===== src/rtl/udp_port_flow_demux_table_core_assert.svh =====
// Assertion helpers for the UDP demux core; clk and arst_n come from the using module.
`ifndef UDP_PORT_FLOW_DEMUX_TABLE_CORE_ASSERT_SVH
`define UDP_PORT_FLOW_DEMUX_TABLE_CORE_ASSERT_SVH

// condition must hold on every clock outside reset
`define UDPFD_ASSERT(lbl, cond, msg) \
	lbl: assert property (@(posedge clk) disable iff (!arst_n) (cond)) else $error(msg);

// consequence must hold on the clock after the trigger
`define UDPFD_ASSERT_NEXT(lbl, trig, cons, msg) \
	lbl: assert property (@(posedge clk) disable iff (!arst_n) (trig) |=> (cons)) \
		else $error(msg);

`endif


===== src/rtl/udpfd_pkg.sv =====
`timescale 1ns / 1ps
package udpfd_pkg;

	localparam logic [15:0] PORT_BASE_RESET = 16'd50000;
	localparam logic [15:0] UDP_HDR_BYTES   = 16'd8;

	typedef enum logic [2:0] {
		CMD_DGRAM  = 3'd0,
		CMD_SRV    = 3'd1,
		CMD_CLI    = 3'd2,
		CMD_SEND   = 3'd3,
		CMD_LATEST = 3'd4
	} cmd_e_t;

	typedef enum logic [2:0] {
		ST_OK      = 3'd0,
		ST_NEW     = 3'd1,
		ST_NOPORT  = 3'd2,
		ST_UNKPEER = 3'd3,
		ST_FULL    = 3'd4,
		ST_INUSE   = 3'd5,
		ST_UNKSOCK = 3'd6,
		ST_EMPTY   = 3'd7
	} status_t;

	typedef enum logic [2:0] {
		S_IDLE, S_FIND, S_ACT, S_SCAN, S_LAT, S_MISS, S_EMIT
	} state_t;

	typedef enum logic [2:0] {
		O_NOPORT, O_FULL, O_INUSE, O_OPEN, O_SLOT, O_EMPTY
	} outcome_t;

	localparam logic [0:0] CFG_LOCAL_IP  = 1'd0;
	localparam logic [0:0] CFG_PORT_BASE = 1'd1;

	typedef struct packed {
		cmd_e_t      cmd;
		logic [31:0] peer_address;
		logic [15:0] src_port;
		logic [15:0] port_value;
		logic [2:0]  slot_select;
		logic [15:0] socket_select;
		logic [15:0] payload_length;
	} item_t;

	typedef struct packed {
		logic  valid;
		item_t item;
	} qif_t;

	typedef struct packed {
		status_t     status;
		logic [2:0]  slot_out;
		logic        is_server;
		logic [15:0] socket_out;
		logic [31:0] remote_address_out;
		logic [15:0] remote_port_out;
		logic [15:0] local_port_out;
		logic [31:0] source_address_out;
		logic [15:0] udp_length_out;
	} result_t;

	typedef struct packed {
		logic [31:0] addr;
		logic [15:0] port;
		logic [15:0] sock;
	} flow_t;

endpackage


===== src/rtl/udpfd_front.sv =====
`timescale 1ns / 1ps
module udpfd_front (
	input  logic               clk,
	input  logic               arst_n,
	input  logic               in_valid,
	output logic               in_stall,
	input  logic [2:0]         cmd,
	input  logic [31:0]        peer_address,
	input  logic [15:0]        src_port,
	input  logic [15:0]        port_value,
	input  logic [2:0]         slot_select,
	input  logic [15:0]        socket_select,
	input  logic [15:0]        payload_length,
	output udpfd_pkg::qif_t    q,
	input  logic               q_pop
);
	import udpfd_pkg::*;

	item_t      ent_q [2];
	logic       wp_q, rp_q;
	logic [1:0] cnt_q;
	logic       cmd_ok;
	cmd_e_t     cmd_dec;
	logic       push;

	// unknown codes are taken and dropped
	always_comb begin
		cmd_ok  = 1'b1;
		cmd_dec = CMD_DGRAM;
		unique case (cmd)
			3'd0: cmd_dec = CMD_DGRAM;
			3'd1: cmd_dec = CMD_SRV;
			3'd2: cmd_dec = CMD_CLI;
			3'd3: cmd_dec = CMD_SEND;
			3'd4: cmd_dec = CMD_LATEST;
			default: cmd_ok = 1'b0;
		endcase
	end

	assign in_stall = (cnt_q == 2'd2);
	assign push     = in_valid && !in_stall && cmd_ok;

	always_ff @(posedge clk or negedge arst_n) begin
		if (!arst_n) begin
			wp_q  <= 1'b0;
			rp_q  <= 1'b0;
			cnt_q <= 2'd0;
		end else begin
			if (push)
				wp_q <= ~wp_q;
			if (q_pop)
				rp_q <= ~rp_q;
			cnt_q <= cnt_q + {1'b0, push} - {1'b0, q_pop};
		end
	end

	always_ff @(posedge clk) begin
		if (push)
			ent_q[wp_q] <= '{cmd: cmd_dec, peer_address: peer_address,
				src_port: src_port, port_value: port_value,
				slot_select: slot_select, socket_select: socket_select,
				payload_length: payload_length};
	end

	assign q.valid = (cnt_q != 2'd0);
	assign q.item  = ent_q[rp_q];

endmodule


===== config.mk =====
export PLATFORM = sky130hd
export DESIGN_NAME = udpfd_front
export DESIGN_NICKNAME = d
export VERILOG_FILES = /design/src/rtl/udp_port_flow_demux_table_core_assert.svh /design/src/rtl/udpfd_pkg.sv /design/src/rtl/udpfd_front.sv
export SDC_FILE = /design/constraint.sdc
export NUM_CORES = 1
export LEC_CHECK = 0
export BUFFER_PORTS_ARGS = -buffer_cell sky130_fd_sc_hd__buf_4
export CAP_MARGIN = 10
export CORE_UTILIZATION = 45
export CTS_BUF_LIST = sky130_fd_sc_hd__clkbuf_4 sky130_fd_sc_hd__clkbuf_8
export CTS_CLUSTER_SIZE = 24
export DETAILED_ROUTE_END_ITERATION = 7
export PLACE_DENSITY = 0.73
export SETUP_SLACK_MARGIN = 0.05
export SLEW_MARGIN = 20
export SYNTH_ARGS = -nofsm -noshare
export SYNTH_HDL_FRONTEND = slang
export SYNTH_SLANG_ARGS = --single-unit

===== constraint.sdc =====
create_clock -name clk -period 9 [get_ports clk]
set_clock_uncertainty 0.05 [all_clocks]
set_input_delay 1.8 -clock clk [delete_from_list [all_inputs] [get_ports clk]]
set_output_delay 1.8 -clock clk [all_outputs]
set_load 0.02 [all_outputs]

# --- Word-level counts from Yosys, hierarchy flattened ---
# Memory sizes are Yosys's and may differ from the RTL's.
# Cells that the tools add are included.
totals:
  regBits: 4
  ramBits: 204
  n_memories: 1
  input_bits: 106
  word_cells: 23
  output_inout_bits: 104
classes:
  eq_ne: 5
  n_reduce_logical: 6
  mux: 4
  n_addsub: 2
  n_bitwise: 2
memory_table:
  columns: ["name", "words", "word_bits", "read_ports", "rd_ports_with_merged_regs", "write_ports", "line_no", "source"]
  rows:
  - ["ent_q", 2, 102, 1, 0, 1, "udpfd_front.sv:19", "item_t ent_q [2];"]
op_table:
  columns: ["op", "count"]
  rows:
  - ["3-bit one-hot mux with 4 select lines", 1]
  - ["3-bit by 2-bit == test with 1-bit output, second input constant", 2]
  - ["5-bit OR reduction", 1]
  - ["3-bit by 1-bit == test with 1-bit output, second input constant", 1]
  - ["3-bit == test, second input constant", 1]
  - ["3-bit logical NOT", 1]
  - ["1-bit 2-to-1 mux", 3]
  - ["2-bit by 1-bit adder with 2-bit output", 1]
  - ["2-bit == test, second input constant", 1]
  - ["1-bit logical AND", 2]
  - ["1-bit inverter", 2]
  - ["2-bit nonzero test", 1]
  - ["2-bit by 1-bit subtractor with 2-bit output", 1]
  - ["1-bit logical NOT", 1]

# --- Logic depth before layout (Yosys ltp) ---
logic_depth:
  depth_word: 6
  depth_mapped: 7
  ltp_nobuf: 7

# --- Worst setup path after synthesis ---
# No wires, ideal clock.
synth_path:
  kind: "input to register"
  startpoint: "input cmd[1]"
  endpoint: "memory ent_q[0][0] (netlist name) (enable)"
  path_slack_ns: 2.009
  t_required_ns: 8.386
  setup_time_ns: 0.564
  t_arrival_ns: 6.376
  path_stages: 3
  n_path_buf: 0
  path_cell_list: "o21ai_0 -> nand3b_1 -> nor2_1"
synth_via:
  elab_chain_cells: 6
  elab_cells_between_ends: 10
  cone_classes: "eq/ne: 4; mux: 3; reduce/logical: 3"
synth_lines:
  columns: ["item", "line_no", "source"]
  rows:
  - ["start, declared", "udpfd_front.sv:7", "input logic [2:0] cmd,"]
  - ["3-bit == test (tied with other cells)", "udpfd_front.sv:30", "unique case (cmd)"]
  - ["5-bit OR reduction (no line) (*)", null, null]
  - ["1-bit 2-to-1 mux (*)", "udpfd_front.sv:30", null]
  - ["1-bit logical AND (*)", "udpfd_front.sv:41", "assign push = in_valid && !in_stall && cmd_ok;"]
  - ["1-bit 2-to-1 mux (*)", "udpfd_front.sv:58", "if (push)"]
  - ["1-bit 2-to-1 mux (implied by the code) (*)", "udpfd_front.sv:59", "ent_q[wp_q] <= '{cmd: cmd_dec, peer_address: peer_address,"]
  - ["end, declared", "udpfd_front.sv:19", null]
# Mark *: on every way between the ends. The rest lies on a longest branch, timed or not.

==> impl_metrics.csv <==
group,metric,value,unit
layout,insertedDiodeCount,0,
logic_synthesis,synth_area_leaders,"edfxtp_1 81%, mux2_2 15%, dfrtp_1 1.3%, buf_6 1.0%, xnor2_1 0.35%",
setup_path,cpMostUsedCell,"buf_4",
layout,multi_input_area,0.00128,mm²
global_routing,gr-total-overflow,0,
detailed_routing,dr_total_vias,3959,
min_path,hold_class,"register to register",
clock_tree,clockBufferDepth,3,
sta,hold_viol,0,
min_path,worstHoldPathCells,1,
global_routing,grt_usage,16.2,%
setup_path,critPathBufInv,2,
placed_design,place_congestion,0.742,
clock_tree,clkLatencyLatePin,0.50,ns
logic_synthesis,synth_warnings,0,
sta,tightest_slew,0.853,ns
setup_path,critPathLaunchType,"register",
clock_tree,cts_root_buf,"clkbuf_8",
setup_path,reg2reg_to,"ent_q[1][52]",
layout,nFillCells,1187,
setup_path,cp.arrival,2.72,ns
layout,finalInstanceArea,0.0101,mm²
clock_tree,clk_pin_slew,0.06,ns
min_path,min-delay-start,"cnt_q[1]",
logic_synthesis,synth_top_area_cell,"edfxtp_1",
global_routing,grt_pass1_wl,21800,µm
sta,maxSlewHeadroom,43.1,%
floorplan,ioPinCount,210,
power,clkPwrFrac,25.5,%
power,ir_worst_vdd,234,µV
sta,setup_viol,0,
logic_synthesis,ys_ff_latch,208,
setup_path,cp_slowest_stage_delay,0.82,ns
sta,max_freq,0.219,GHz
logic_synthesis,syn_avg_cell_area,22.5,µm²
run,drv_cap,0,
sta,tns,0,ns
detailed_routing,wl_per_cell,17.2,µm
setup_path,required,7.15,ns
power,p_int,0.00215,W
setup_path,r2r-start,"cnt_q[1]",
clock_tree,cts_max_level,2,
setup_path,slowest_stage,"dfrtp_4",
clock_tree,cts-buffers-inserted,34,
sta,timing.hold.ws,0.437,ns
clock_tree,cts_setup_buffers,0,
detailed_routing,drc,0,
clock_tree,cts_sinks,208,
logic_synthesis,seq_area_frac_synth,82.0,%
layout,ff_latch_area,0.00623,mm²
detailed_routing,wl,14200,µm
power,swShare,30.4,%
setup_path,crit_type,"register to output port",
floorplan,die_height,132,µm
clock_tree,cts_tree,"yes",
power,power_density,306,mW/mm²
floorplan,initial_core_util,46.0,%
global_routing,grt_pass1_vias,4242,
detailed_routing,via_per_inst,4.81,
sta,post-route-min-period,4.57,ns
logic_synthesis,syn_inst,338,
layout,drive_above_1_share,62.0,%
setup_path,crit_chain,"buf_4, mux2_2, buf_4",
logic_synthesis,synth_cell_type_count,16,
detailed_routing,drt_iter0_drc,209,
floorplan,dieArea,0.0174,mm²
setup_path,path_delay_family,"buffers and inverters",
min_path,min_to,"cnt_q[1]",
sta,maxSlewViolCount,0,
layout,syn_to_final_growth,33.0,%
clock_tree,cts_resized,0,
layout,final_nets,685,
power,power.switching,0.000942,W
power,pwr-share-seq,42.4,%
setup_path,end_kind,"output port",
logic_synthesis,synthesis.nets,446,
placed_design,numPortBuffers,209,
detailed_routing,ant_nets,0,
sta,rsz0062_at_grt,"no",
placed_design,dpl.hpwl,9100,µm
setup_path,critPathMaxFanout,60,
placed_design,place_area,0.00938,mm²
global_routing,antenna_found_initial,0,
logic_synthesis,synth_top_area_share,80.6,%
floorplan,rows,47,
clock_tree,hold_buffers,0,
setup_path,reg2reg_setup_slack,6.05,ns
floorplan,core,0.0165,mm²
floorplan,die_w,132,µm
power,comb_power_share,32.1,%
detailed_routing,first_pass_iters,4,
sta,period_share,50.8,%
power,p_leak,3.77,nW
status,outcome,"completed",
global_routing,grt_max_degree,64,
setup_path,rr_worst_depth,5,
logic_synthesis,syn_area,0.00760,mm²
[metrics by stage]
stage | cells | power, W | setup WS (ns) | util (%)
floorplan | 338 | 0.00197 | 2.01 | -
global placement | 759 | 0.00231 | 4.31 | 56.8
detailed placement | 759 | 0.00233 | 4.27 | 56.8
CTS | 821 | 0.00312 | 4.39 | 60.8
global route | 823 | 0.00323 | 4.25 | 61.1
finish | 823 | 0.00309 | 4.43 | 61.1
[worst reg2reg max path: cells and delay by family (launching register included)]
kind	cells	cell delay [ns]
simple gates	3	1.13
buf+inv	2	0.91
flops	1	0.40
[layout by cell type (no fill, tap or decap), drive strengths merged]
cell type	n
nor3b	1
o21ai	1
buf	214
or2	1
clkbuf	49
dfrtp	4
edfxtp	204
ha	2
nand3b	1
mux2	102
nor2	2
clkinv	13
nor2b	3
xor2	1
xnor2	3
inv	2
[area by class of cell]
cell class,count,area share [%]
timing repair buffer,214,16.2
tap,220,2.73
clock buffer,49,6.12
clock inverter,13,0.545
inverter,2,0.0743
sequential,208,61.7
multi-input combinational,117,12.6
[routing by layer]
metal	share of wire, %	GRT usage (%)
met1	41	20.0
met2	48	26.1
met3	9.0	5.61
met4	2.0	6.65
met5	0	0
[Yosys cell counts]
cell / n
buf_4: 1
or2_2: 1
edfxtp_1: 204
buf_2: 3
xnor2_1: 3
inv_1: 2
nand3b_1: 1
ha_1: 2
o21ai_0: 1
xor2_1: 1
nor2b_1: 3
nor2_1: 2
mux2_2: 102
nor3b_1: 1
buf_6: 7
dfrtp_1: 4
[how the worst max path moves through the flow]
| stage | from | end | cells past startpoint |
|---|---|---|---|
| finish | rp_q | q[41] | 3 |
| CTS | rp_q | q[41] | 3 |
| global route | rp_q | q[33] | 3 |
| floorplan | cmd[1] | ent_q[0][0] | 3 |
| detailed placement | cmd[1] | ent_q[0][0] | 5 |
| global placement | cmd[1] | ent_q[0][36] | 5 |
[cell families (layout without fill, tap and decap cells)]
| kind of cell | count (synthesis) | in the layout | synth area share, % |
|---|---|---|---|
| buffers and inverters | 13 | 278 | 1.43 |
| AOI/OAI and AO/OA | 1 | 1 | 0.0658 |
| adders and majority gates | 2 | 2 | 0.329 |
| muxes | 102 | 102 | 15.1 |
| and+or+nand+nor | 8 | 8 | 0.626 |
| DFF | 208 | 208 | 82.0 |
| xor gates and xnor gates | 4 | 4 | 0.461 |
[sequential cells by signal (all words and copies together), names as in the netlist]
signal,count
ent_q,204
cnt_q,2
rp_q,1
wp_q,1
[power groups by stage]
stage / logic [W] / registers, W / clock network [W]
after floorplan: 0.000661 / 0.00131 / 0
after global placement: 0.000984 / 0.00132 / 0
after detailed placement: 0.000991 / 0.00134 / 0
after CTS: 0.000995 / 0.00132 / 0.000812
after global routing: 0.00105 / 0.00133 / 0.000853
final: 0.000992 / 0.00131 / 0.000789
(Power assumes the default switching activity.)
